==> src/rtl/accel_step_detector_defines.svh <==
// ----------------------------------------------------------------------------
// Assertion macros for the accelerometer step detector
// Concurrent assertion wrappers that use the clk_i and rst_ni names of each
// asserting module. Defining ASSERT_OFF turns them into nothing.
// ----------------------------------------------------------------------------
`ifndef ACCEL_STEP_DETECTOR_DEFINES_SVH
`define ACCEL_STEP_DETECTOR_DEFINES_SVH

`ifndef ASSERT_OFF
// Checked while reset is released.
`define ASD_ASSERT(lbl, prop, msg) \
  lbl: assert property (@(posedge clk_i) disable iff (!rst_ni) prop) else $error(msg);
// Checked at every edge, reset included.
`define ASD_ASSERT_ALWAYS(lbl, prop, msg) \
  lbl: assert property (@(posedge clk_i) prop) else $error(msg);
`else
`define ASD_ASSERT(lbl, prop, msg)
`define ASD_ASSERT_ALWAYS(lbl, prop, msg)
`endif

`endif

==> src/rtl/asd_pkg.sv <==
// ----------------------------------------------------------------------------
// Step detector package
// Shared constants, register indexes and the types passed between modules.
// ----------------------------------------------------------------------------
`timescale 1ns / 1ps
`default_nettype none

package asd_pkg;

  localparam int unsigned NUM_AXES     = 3;
  localparam int unsigned WINDOW_DEPTH = 4;
  localparam int unsigned WIN_SHIFT    = $clog2(WINDOW_DEPTH);
  localparam int unsigned SLOT_W       = WIN_SHIFT;
  localparam int unsigned FILL_W       = $clog2(WINDOW_DEPTH + 1);
  localparam int unsigned PREC_W       = 12;
  localparam int unsigned PERIOD_W     = 8;
  localparam int unsigned TOTAL_W      = 32;
  localparam int unsigned CFG_IDX_W    = 2;
  localparam int unsigned CFG_DATA_W   = 12;

  localparam logic [PREC_W-1:0]   PREC_RESET   = 12'd150;
  localparam logic [PERIOD_W-1:0] PERIOD_RESET = 8'd50;

  typedef enum logic [1:0] {
    AXIS_NONE = 2'd0,
    AXIS_X    = 2'd1,
    AXIS_Y    = 2'd2,
    AXIS_Z    = 2'd3
  } axis_e;

  typedef enum logic [CFG_IDX_W-1:0] {
    REG_CHANGE_PRECISION = 2'd0,
    REG_THRESHOLD_PERIOD = 2'd1
  } cfg_reg_e;

  // Window fill status before and after the current item.
  typedef struct packed {
    logic full_pre;
    logic full_post;
  } fill_t;

  // Step result after the current item.
  typedef struct packed {
    logic               step;
    logic [TOTAL_W-1:0] total;
    axis_e              axis;
  } result_t;

endpackage

`default_nettype wire

==> src/rtl/accel_step_detector.sv <==
// ----------------------------------------------------------------------------
// Three-axis accelerometer step detector
// Moving averages, dynamic thresholds and step counting for a pedometer.
// ----------------------------------------------------------------------------
// One item on the input channel is one sample of the three axes plus the
// holdoff-expired flag from the external timer. Every input item produces
// exactly one result item: the step flag, the running step total, the axis
// of the last step and the three moving averages with their valid flag.
// An item is held in an input register, then add, compare and select logic
// updates the detector state and loads the result register.
// A result item is valid once the result register has loaded it, and one
// item is accepted in every cycle while the receiver keeps taking results.
// When the receiver stalls, the result register holds its item and the
// input register still takes one more item; after that in_ready_o drops
// until the result moves on.
// The configuration channel is always ready; writes are registered and
// are meant to happen while no item is in flight. Unknown indexes are
// ignored. Reset clears the window, thresholds, extrema, counters and the
// holdoff, and loads the register defaults (precision 150, period 50).
// ----------------------------------------------------------------------------
`timescale 1ns / 1ps
`default_nettype none
`include "accel_step_detector_defines.svh"

module accel_step_detector #(
  parameter int unsigned SAMPLE_BITS = 12
) (
  input  wire logic                             clk_i,
  input  wire logic                             rst_ni,
  // Configuration write channel.
  input  wire logic                             cfg_valid_i,
  output logic                                  cfg_ready_o,
  input  wire logic [asd_pkg::CFG_IDX_W-1:0]    cfg_index_i,
  input  wire logic [asd_pkg::CFG_DATA_W-1:0]   cfg_data_i,
  // Sample channel.
  input  wire logic                             in_valid_i,
  output logic                                  in_ready_o,
  input  wire logic [SAMPLE_BITS-1:0]           accel_x_i,
  input  wire logic [SAMPLE_BITS-1:0]           accel_y_i,
  input  wire logic [SAMPLE_BITS-1:0]           accel_z_i,
  input  wire logic                             holdoff_expired_i,
  // Result channel.
  output logic                                  out_valid_o,
  input  wire logic                             out_ready_i,
  output logic                                  step_detected_o,
  output logic [asd_pkg::TOTAL_W-1:0]           total_steps_o,
  output logic [1:0]                            step_axis_o,
  output logic [SAMPLE_BITS-1:0]                mean_x_o,
  output logic [SAMPLE_BITS-1:0]                mean_y_o,
  output logic [SAMPLE_BITS-1:0]                mean_z_o,
  output logic                                  mean_valid_o
);
  import asd_pkg::*;

  // Configuration registers.
  logic [PREC_W-1:0]   prec_q;
  logic [PERIOD_W-1:0] period_q;

  // Input register stage.
  logic                                 in_valid_q;
  logic [NUM_AXES-1:0][SAMPLE_BITS-1:0] sample_q;
  logic                                 expired_q;

  // Result register stage.
  logic                                 out_valid_q;
  logic                                 out_step_q;
  logic [TOTAL_W-1:0]                   out_total_q;
  axis_e                                out_axis_q;
  logic [NUM_AXES-1:0][SAMPLE_BITS-1:0] out_mean_q;
  logic                                 out_mvalid_q;

  logic                                 fire;
  logic                                 in_accept;
  logic [NUM_AXES-1:0][SAMPLE_BITS-1:0] mean;
  fill_t                                fill;
  result_t                              result;

  // The held item moves into the result register whenever that register is
  // empty or being emptied in this cycle; that move is also the state update.
  assign fire        = in_valid_q && (!out_valid_q || out_ready_i);
  assign in_ready_o  = !in_valid_q || fire;
  assign in_accept   = in_valid_i && in_ready_o;
  assign cfg_ready_o = 1'b1;

  always_ff @(posedge clk_i or negedge rst_ni) begin
    if (!rst_ni) begin
      prec_q   <= PREC_RESET;
      period_q <= PERIOD_RESET;
    end else if (cfg_valid_i) begin
      unique case (cfg_index_i)
        REG_CHANGE_PRECISION: prec_q   <= cfg_data_i[PREC_W-1:0];
        REG_THRESHOLD_PERIOD: period_q <= cfg_data_i[PERIOD_W-1:0];
        default: ;
      endcase
    end
  end

  always_ff @(posedge clk_i or negedge rst_ni) begin
    if (!rst_ni) begin
      in_valid_q <= 1'b0;
    end else if (in_accept) begin
      in_valid_q <= 1'b1;
    end else if (fire) begin
      in_valid_q <= 1'b0;
    end
  end

  always_ff @(posedge clk_i) begin
    if (in_accept) begin
      sample_q[0] <= accel_x_i;
      sample_q[1] <= accel_y_i;
      sample_q[2] <= accel_z_i;
      expired_q   <= holdoff_expired_i;
    end
  end

  asd_window #(
    .SAMPLE_BITS(SAMPLE_BITS)
  ) u_window (
    .clk_i   (clk_i),
    .rst_ni  (rst_ni),
    .fire_i  (fire),
    .sample_i(sample_q),
    .mean_o  (mean),
    .fill_o  (fill)
  );

  asd_detect #(
    .SAMPLE_BITS(SAMPLE_BITS)
  ) u_detect (
    .clk_i            (clk_i),
    .rst_ni           (rst_ni),
    .fire_i           (fire),
    .holdoff_expired_i(expired_q),
    .full_i           (fill.full_pre),
    .mean_i           (mean),
    .prec_i           (prec_q),
    .period_i         (period_q),
    .result_o         (result)
  );

  always_ff @(posedge clk_i or negedge rst_ni) begin
    if (!rst_ni) begin
      out_valid_q <= 1'b0;
    end else if (fire) begin
      out_valid_q <= 1'b1;
    end else if (out_ready_i) begin
      out_valid_q <= 1'b0;
    end
  end

  // Means read as zero until the window has been filled once.
  always_ff @(posedge clk_i) begin
    if (fire) begin
      out_step_q   <= result.step;
      out_total_q  <= result.total;
      out_axis_q   <= result.axis;
      out_mvalid_q <= fill.full_post;
      for (int i = 0; i < NUM_AXES; i++) begin
        out_mean_q[i] <= fill.full_post ? mean[i] : '0;
      end
    end
  end

  assign out_valid_o     = out_valid_q;
  assign step_detected_o = out_step_q;
  assign total_steps_o   = out_total_q;
  assign step_axis_o     = out_axis_q;
  assign mean_x_o        = out_mean_q[0];
  assign mean_y_o        = out_mean_q[1];
  assign mean_z_o        = out_mean_q[2];
  assign mean_valid_o    = out_mvalid_q;

  `ASD_ASSERT(a_step_needs_window, out_valid_o && step_detected_o |-> mean_valid_o, "step before window full")
  `ASD_ASSERT(a_no_overwrite, out_valid_q && !out_ready_i |-> !fire, "result overwritten while stalled")
  `ASD_ASSERT(a_held_item_kept, in_valid_q && !fire |=> in_valid_q, "held item dropped")

endmodule

`default_nettype wire

==> src/rtl/asd_window.sv <==
// ----------------------------------------------------------------------------
// Moving average window
// Keeps the last samples of each axis, pre-divided, and the running means.
// ----------------------------------------------------------------------------
`timescale 1ns / 1ps
`default_nettype none
`include "accel_step_detector_defines.svh"

module asd_window #(
  parameter int unsigned SAMPLE_BITS = 12
) (
  input  wire logic                                        clk_i,
  input  wire logic                                        rst_ni,
  input  wire logic                                        fire_i,
  input  wire logic [asd_pkg::NUM_AXES-1:0][SAMPLE_BITS-1:0] sample_i,
  output logic      [asd_pkg::NUM_AXES-1:0][SAMPLE_BITS-1:0] mean_o,
  output asd_pkg::fill_t                                   fill_o
);
  import asd_pkg::*;

  localparam int unsigned QW = SAMPLE_BITS - WIN_SHIFT;

  // Samples are stored already divided by the window depth.
  logic [NUM_AXES-1:0][WINDOW_DEPTH-1:0][QW-1:0] win_q;
  logic [NUM_AXES-1:0][SAMPLE_BITS-1:0]          mean_q, mean_d;
  logic [SLOT_W-1:0]                             slot_q, slot_d;
  logic [FILL_W-1:0]                             fill_q;
  logic                                          full_pre;

  assign full_pre         = (fill_q >= FILL_W'(WINDOW_DEPTH));
  assign fill_o.full_pre  = full_pre;
  assign fill_o.full_post = full_pre || (fill_q == FILL_W'(WINDOW_DEPTH - 1));
  assign slot_d = (slot_q == SLOT_W'(WINDOW_DEPTH - 1)) ? '0 : slot_q + 1'b1;

  always_comb begin
    for (int i = 0; i < NUM_AXES; i++) begin
      mean_d[i] = mean_q[i] + {{WIN_SHIFT{1'b0}}, sample_i[i][SAMPLE_BITS-1:WIN_SHIFT]};
      if (full_pre) begin
        mean_d[i] = mean_d[i] - {{WIN_SHIFT{1'b0}}, win_q[i][slot_q]};
      end
    end
  end

  assign mean_o = mean_d;

  always_ff @(posedge clk_i or negedge rst_ni) begin
    if (!rst_ni) begin
      mean_q <= '0;
      slot_q <= '0;
      fill_q <= '0;
    end else if (fire_i) begin
      mean_q <= mean_d;
      slot_q <= slot_d;
      if (!full_pre) begin
        fill_q <= fill_q + 1'b1;
      end
    end
  end

  // Every slot is written before it is ever subtracted, so no reset is needed.
  always_ff @(posedge clk_i) begin
    if (fire_i) begin
      for (int i = 0; i < NUM_AXES; i++) begin
        win_q[i][slot_q] <= sample_i[i][SAMPLE_BITS-1:WIN_SHIFT];
      end
    end
  end

  `ASD_ASSERT(a_fill_bounded, fill_q <= FILL_W'(WINDOW_DEPTH), "fill count overran depth")

endmodule

`default_nettype wire

==> src/rtl/asd_detect.sv <==
// ----------------------------------------------------------------------------
// Step decision logic
// Extrema, dynamic thresholds, change-gated shift stages, dominant axis and
// the step counter with its holdoff.
// ----------------------------------------------------------------------------
`timescale 1ns / 1ps
`default_nettype none
`include "accel_step_detector_defines.svh"

module asd_detect #(
  parameter int unsigned SAMPLE_BITS = 12
) (
  input  wire logic                                          clk_i,
  input  wire logic                                          rst_ni,
  input  wire logic                                          fire_i,
  input  wire logic                                          holdoff_expired_i,
  input  wire logic                                          full_i,
  input  wire logic [asd_pkg::NUM_AXES-1:0][SAMPLE_BITS-1:0] mean_i,
  input  wire logic [asd_pkg::PREC_W-1:0]                    prec_i,
  input  wire logic [asd_pkg::PERIOD_W-1:0]                  period_i,
  output asd_pkg::result_t                                   result_o
);
  import asd_pkg::*;

  localparam int unsigned CW = (SAMPLE_BITS > PREC_W) ? SAMPLE_BITS : PREC_W;
  localparam logic [SAMPLE_BITS:0] MinReset = (SAMPLE_BITS + 1)'((1 << SAMPLE_BITS) + 1);

  logic [NUM_AXES-1:0][SAMPLE_BITS-1:0] thr_q, thr_d;
  logic [NUM_AXES-1:0][SAMPLE_BITS-1:0] max_q, max_d;
  logic [NUM_AXES-1:0][SAMPLE_BITS:0]   min_q, min_d;
  logic [NUM_AXES-1:0][SAMPLE_BITS-1:0] newer_q, newer_d;
  logic [NUM_AXES-1:0][SAMPLE_BITS-1:0] older_q, older_d;
  logic [NUM_AXES-1:0][SAMPLE_BITS-1:0] move, spread;
  logic [NUM_AXES-1:0][SAMPLE_BITS+1:0] mid_sum;
  logic [PERIOD_W-1:0]                  phase_q, phase_d;
  logic                                 wrap;
  logic [TOTAL_W-1:0]                   total_q;
  axis_e                                axis_q;
  logic                                 holdoff_q, holdoff_pre;
  logic [1:0]                           dom_idx;
  axis_e                                dom_axis;
  logic                                 step;
  result_t                              res;

  always_comb begin
    phase_d = phase_q + 1'b1;
    if ((period_i != '0) && (phase_d >= period_i)) begin
      phase_d = '0;
    end
    wrap = (phase_d == '0);
  end

  always_comb begin
    for (int i = 0; i < NUM_AXES; i++) begin
      mid_sum[i] = {2'b00, max_q[i]} + {1'b0, min_q[i]};
      thr_d[i]   = wrap ? mid_sum[i][SAMPLE_BITS:1] : thr_q[i];
      max_d[i]   = wrap ? '0 : max_q[i];
      min_d[i]   = wrap ? MinReset : min_q[i];
      older_d[i] = older_q[i];
      newer_d[i] = newer_q[i];
      move[i]    = (mean_i[i] >= newer_q[i]) ? mean_i[i] - newer_q[i] : newer_q[i] - mean_i[i];
      if (full_i) begin
        if (mean_i[i] > max_d[i]) begin
          max_d[i] = mean_i[i];
        end
        if ({1'b0, mean_i[i]} < min_d[i]) begin
          min_d[i] = {1'b0, mean_i[i]};
        end
        older_d[i] = newer_q[i];
        if (CW'(move[i]) > CW'(prec_i)) begin
          newer_d[i] = mean_i[i];
        end
      end
      spread[i] = (older_d[i] >= newer_d[i]) ? older_d[i] - newer_d[i]
                                             : newer_d[i] - older_d[i];
    end
  end

  // Ties go to x, then y.
  always_comb begin
    priority if ((spread[0] >= spread[1]) && (spread[0] >= spread[2])) begin
      dom_idx  = 2'd0;
      dom_axis = AXIS_X;
    end else if ((spread[1] >= spread[0]) && (spread[1] >= spread[2])) begin
      dom_idx  = 2'd1;
      dom_axis = AXIS_Y;
    end else begin
      dom_idx  = 2'd2;
      dom_axis = AXIS_Z;
    end
  end

  assign holdoff_pre = holdoff_q && !holdoff_expired_i;
  assign step = full_i && !holdoff_pre
             && (older_d[dom_idx] > thr_d[dom_idx])
             && (newer_d[dom_idx] < thr_d[dom_idx]);

  assign res.step  = step;
  assign res.total = total_q + TOTAL_W'(step);
  assign res.axis  = step ? dom_axis : axis_q;
  assign result_o  = res;

  always_ff @(posedge clk_i or negedge rst_ni) begin
    if (!rst_ni) begin
      thr_q     <= '0;
      max_q     <= '0;
      min_q     <= {NUM_AXES{MinReset}};
      newer_q   <= '0;
      older_q   <= '0;
      phase_q   <= '0;
      total_q   <= '0;
      axis_q    <= AXIS_NONE;
      holdoff_q <= 1'b0;
    end else if (fire_i) begin
      thr_q     <= thr_d;
      max_q     <= max_d;
      min_q     <= min_d;
      newer_q   <= newer_d;
      older_q   <= older_d;
      phase_q   <= phase_d;
      total_q   <= res.total;
      axis_q    <= res.axis;
      holdoff_q <= step || holdoff_pre;
    end
  end

  `ASD_ASSERT(a_step_counts, fire_i && step |=> total_q == $past(total_q) + 32'd1, "step count did not advance")
  `ASD_ASSERT(a_step_holds_off, fire_i && step |=> holdoff_q, "holdoff not armed after step")

endmodule

`default_nettype wire
==> config.mk <==
export PLATFORM = sky130hd
export DESIGN_NAME = accel_step_detector
export DESIGN_NICKNAME = d
export VERILOG_FILES = /design/src/rtl/asd_pkg.sv /design/src/rtl/accel_step_detector.sv /design/src/rtl/asd_window.sv /design/src/rtl/asd_detect.sv
export VERILOG_INCLUDE_DIRS = /design/src /design/src/rtl
export SDC_FILE = /design/constraint.sdc
export NUM_CORES = 2
export LEC_CHECK = 0
export ABC_AREA = 1
export BUFFER_PORTS_ARGS = -buffer_cell sky130_fd_sc_hd__buf_2
export CAP_MARGIN = 0
export CORE_UTILIZATION = 51
export CTS_BUF_LIST = sky130_fd_sc_hd__clkbuf_8 sky130_fd_sc_hd__clkbuf_16
export DETAILED_ROUTE_END_ITERATION = 10
export PLACE_DENSITY = 0.73
export SYNTH_ARGS = -nofsm -noshare
export SYNTH_HDL_FRONTEND = slang
export SYNTH_SLANG_ARGS = --single-unit
==> constraint.sdc <==
create_clock -name clk_i -period 28.2 [get_ports clk_i]
set_input_delay 8.46 -clock clk_i [delete_from_list [all_inputs] [get_ports clk_i]]
set_output_delay 8.46 -clock clk_i [all_outputs]
set_load 0.01 [all_outputs]
==> impl_metrics.tcl <==
set metrics [dict create \
    post_cts_buffers 0 \
    endpoint_kind "flip-flop" \
    num_rows 98 \
    max_freq_mhz 52.81 \
    yosys.area.top_type "dfrtp_1" \
    slew_headroom 0.3207 \
    place.detailed.hpwl_um 76160 \
    chipWidth_um 270.4 \
    fill_cells 6536 \
    violations "DRC" \
    placed_area_mm2 0.03832 \
    ys_ff_latch 512 \
    final_area_mm2 0.04013 \
    antenna_found_initial 1 \
    drive_gt1_frac 0.07733 \
    fin_skew_ns 0.02779 \
    viasPerCell 5.587 \
    synth_nets 5084 \
    io_buffers 123 \
    critPathRequiredTime_ns 28.73 \
    syn_to_final_growth_pct 9.215 \
    syn_inst 4595 \
    overflow 0 \
    period_needed_ns 18.94 \
    track_usage 0.2725 \
    place_congestion 0.9295 \
    insertion_delay_ns 0.62 \
    yosysTopAreaCellShare 0.1880 \
    start_util 0.5149 \
    min_path_cells 2 \
    critPathArrivalTime_ns 19.46 \
    drv_slew 0 \
    cts.sinks 512 \
    antenna_cells 0 \
    worstPathMaxFanout 64 \
    post_drt_wl_per_cell_um 17.74 \
    drt_wl_total_um 100600 \
    ctsHoldBuffers 0 \
    grt_pass1_wl_um 159600 \
    ys_types 69 \
    worst_pin_slew_ns 1.019 \
    nets 5163 \
    final_cells 5670 \
    grt_pass1_vias 29600 \
    clk_path_buf_depth 3 \
    avgSynthCellArea_um2 7.996 \
    htreeDepth 2 \
    grt_setup_unrepaired "no" \
    cts_tree "yes" \
    cts_resized 0 \
    rrSetupSlack_ns 9.26 \
    dr.first_iter.drc_count 2669 \
    status "finished with violations" \
    ant_nets 0 \
    critPathMostFrequentCell "nand2_1" \
    r2r-end "u_detect.total_q[28]$_DFFE_PN0P_" \
    hp-class "flip-flop to flip-flop" \
    drc 2 \
    fin_tns_setup_ns 0 \
    fp.dieH_um 270.4 \
    r2r_cells 83 \
    die_area_mm2 0.07312 \
    core_area_mm2 0.07136 \
    synth_common_cells "nand2_1, inv_1, o21ai_0" \
    synth_ff_type "dfrtp_1" \
    clk_pin_slew_worst_paths_ns 0.06 \
    setup_viol 0 \
    grt_start_max_net_pins 140 \
    synth.area.top_cells "dfrtp_1, edfxtp_1, ha_1" \
    hold_start "u_detect.axis_q[0]$_DFFE_PN0P_" \
    max_cap_viol_count 0 \
    synth_edf_count 223 \
    hold_violations 0 \
    syn_area_mm2 0.03674 \
    vias 31680 \
    cp-start-kind "flip-flop" \
    cts_made_buffers 55 \
    ys_seq_area_frac 0.3795 \
    slowest_delay_ns 0.79 \
    worstSetupPathType "flip-flop to flip-flop" \
    cpMaxStageDelayCell "o21ai_0" \
    pin_count 131 \
    first_pass_iters 9 \
    dp_cells 5567 \
    clockRootBuffer "clkbuf_16" \
    yosysMostFrequentCell "nand2_1" \
    fin_crit_sh 0.6715 \
    yosys_warnings 0 \
    ys_async_sr_fraction 0.5645 \
    rr_startpoint "u_window.slot_q[0]$_DFFE_PN0P_" \
    hold_end "u_detect.axis_q[0]$_DFFE_PN0P_" \
]
[state kept, by name, summed over array words and instances (netlist names), 3 cells and up]
signal and count:
mean_z_o 12, u_detect.newer_q 36, u_window.fill_q 3, mean_x_o 12, u_detect.min_q 39, total_steps_o 32, u_detect.phase_q 8, mean_y_o 12
u_detect.thr_q 36, prec_q 12, sample_q 30, u_detect.older_q 36, period_q 8, u_window.win_q 120, u_window.mean_q 36, u_detect.max_q 36
u_detect.total_q 32
[layout make-up]
| cell class | instances | area (um^2) | area share |
|---|---|---|---|
| well taps | 950 | 1189 | 0.02962 |
| inverters | 531 | 2003 | 0.04992 |
| clock inverters | 44 | 369.1 | 0.009198 |
| clock buffers | 59 | 1443 | 0.03595 |
| flip-flops and latches | 512 | 13950 | 0.3476 |
| multi-input cells | 3397 | 20130 | 0.5017 |
| repair buffers | 177 | 1044 | 0.02600 |
[metrics by stage]
stage	util	hold slack [ns]	setup slack, ns
after CTS	0.5623	0.4736	9.740
after global placement	0.5369	0.4568	10.04
after detailed placement	0.5369	0.4599	9.836
final	0.5623	0.4722	9.265
after global routing	0.5623	0.4938	7.505
after floorplan	-	0.4422	11.10
[how the worst max path moves through the flow]
stage | startpoint | to | slack, ns | depth (start not counted)
6_report | u_window.slot_q[0]$_DFFE_PN0P_ | u_detect.total_q[28]$_DFFE_PN0P_ | 9.26 | 83
5_1_grt | u_window.slot_q[0]$_DFFE_PN0P_ | u_detect.total_q[28]$_DFFE_PN0P_ | 7.51 | 83
4_1_cts | u_window.slot_q[0]$_DFFE_PN0P_ | u_detect.total_q[28]$_DFFE_PN0P_ | 9.74 | 82
3_5_place_dp | u_window.slot_q[0]$_DFFE_PN0P_ | u_detect.total_q[28]$_DFFE_PN0P_ | 9.84 | 82
3_3_place_gp | u_window.slot_q[0]$_DFFE_PN0P_ | u_detect.total_q[28]$_DFFE_PN0P_ | 10.04 | 81
2_1_floorplan | out_ready_i | in_ready_o | 11.10 | 2
[layer usage]
layer | GRT usage | vias up | wire length (um)
li1 | - | 15560 | -
met1 | 0.3662 | 14930 | 43990
met2 | 0.4540 | 1010 | 47040
met3 | 0.03814 | 178 | 6524
met4 | 0.08341 | 4 | 3020
met5 | 0 | - | 33
[cell usage in the layout (no fill, tap or decap), types with 19 or more instances in the layout]
cell type / instances
nand2_1: 1196
inv_1: 529
o21ai_0: 498
ha_1: 412
a21oi_1: 339
dfrtp_1: 274
nor2_1: 237
edfxtp_1: 223
nand3_1: 153
buf_2: 122
xor2_1: 118
clkbuf_16: 56
buf_4: 53
nand4_1: 39
xnor2_1: 37
o21ai_1: 36
nor3_1: 29
o211ai_1: 23
o22ai_1: 22
fa_1: 21
mux2i_1: 19
[critical path: cells and delay by family, from the launching register on]
kind,cells,cell delay [ns]
flip-flops,1,0.34
XOR/XNOR,4,0.98
AND/OR/NAND/NOR,38,6.64
AO/OA/AOI/OAI,16,3.85
adder cells (fa/ha/maj),9,2.91
buffers and inverters,16,4.03
[cells by family after synthesis]
family	share of synthesized area
compound gates	0.1585
xor+xnor	0.03828
fa+ha+maj	0.1517
buf+inv	0.07332
flops	0.3795
mux	0.005176
other cells	0.0001021
simple gates	0.1934
Power is not shown: default switching activity piles up to over one toggle a cycle in this logic, so the estimate is an artifact.
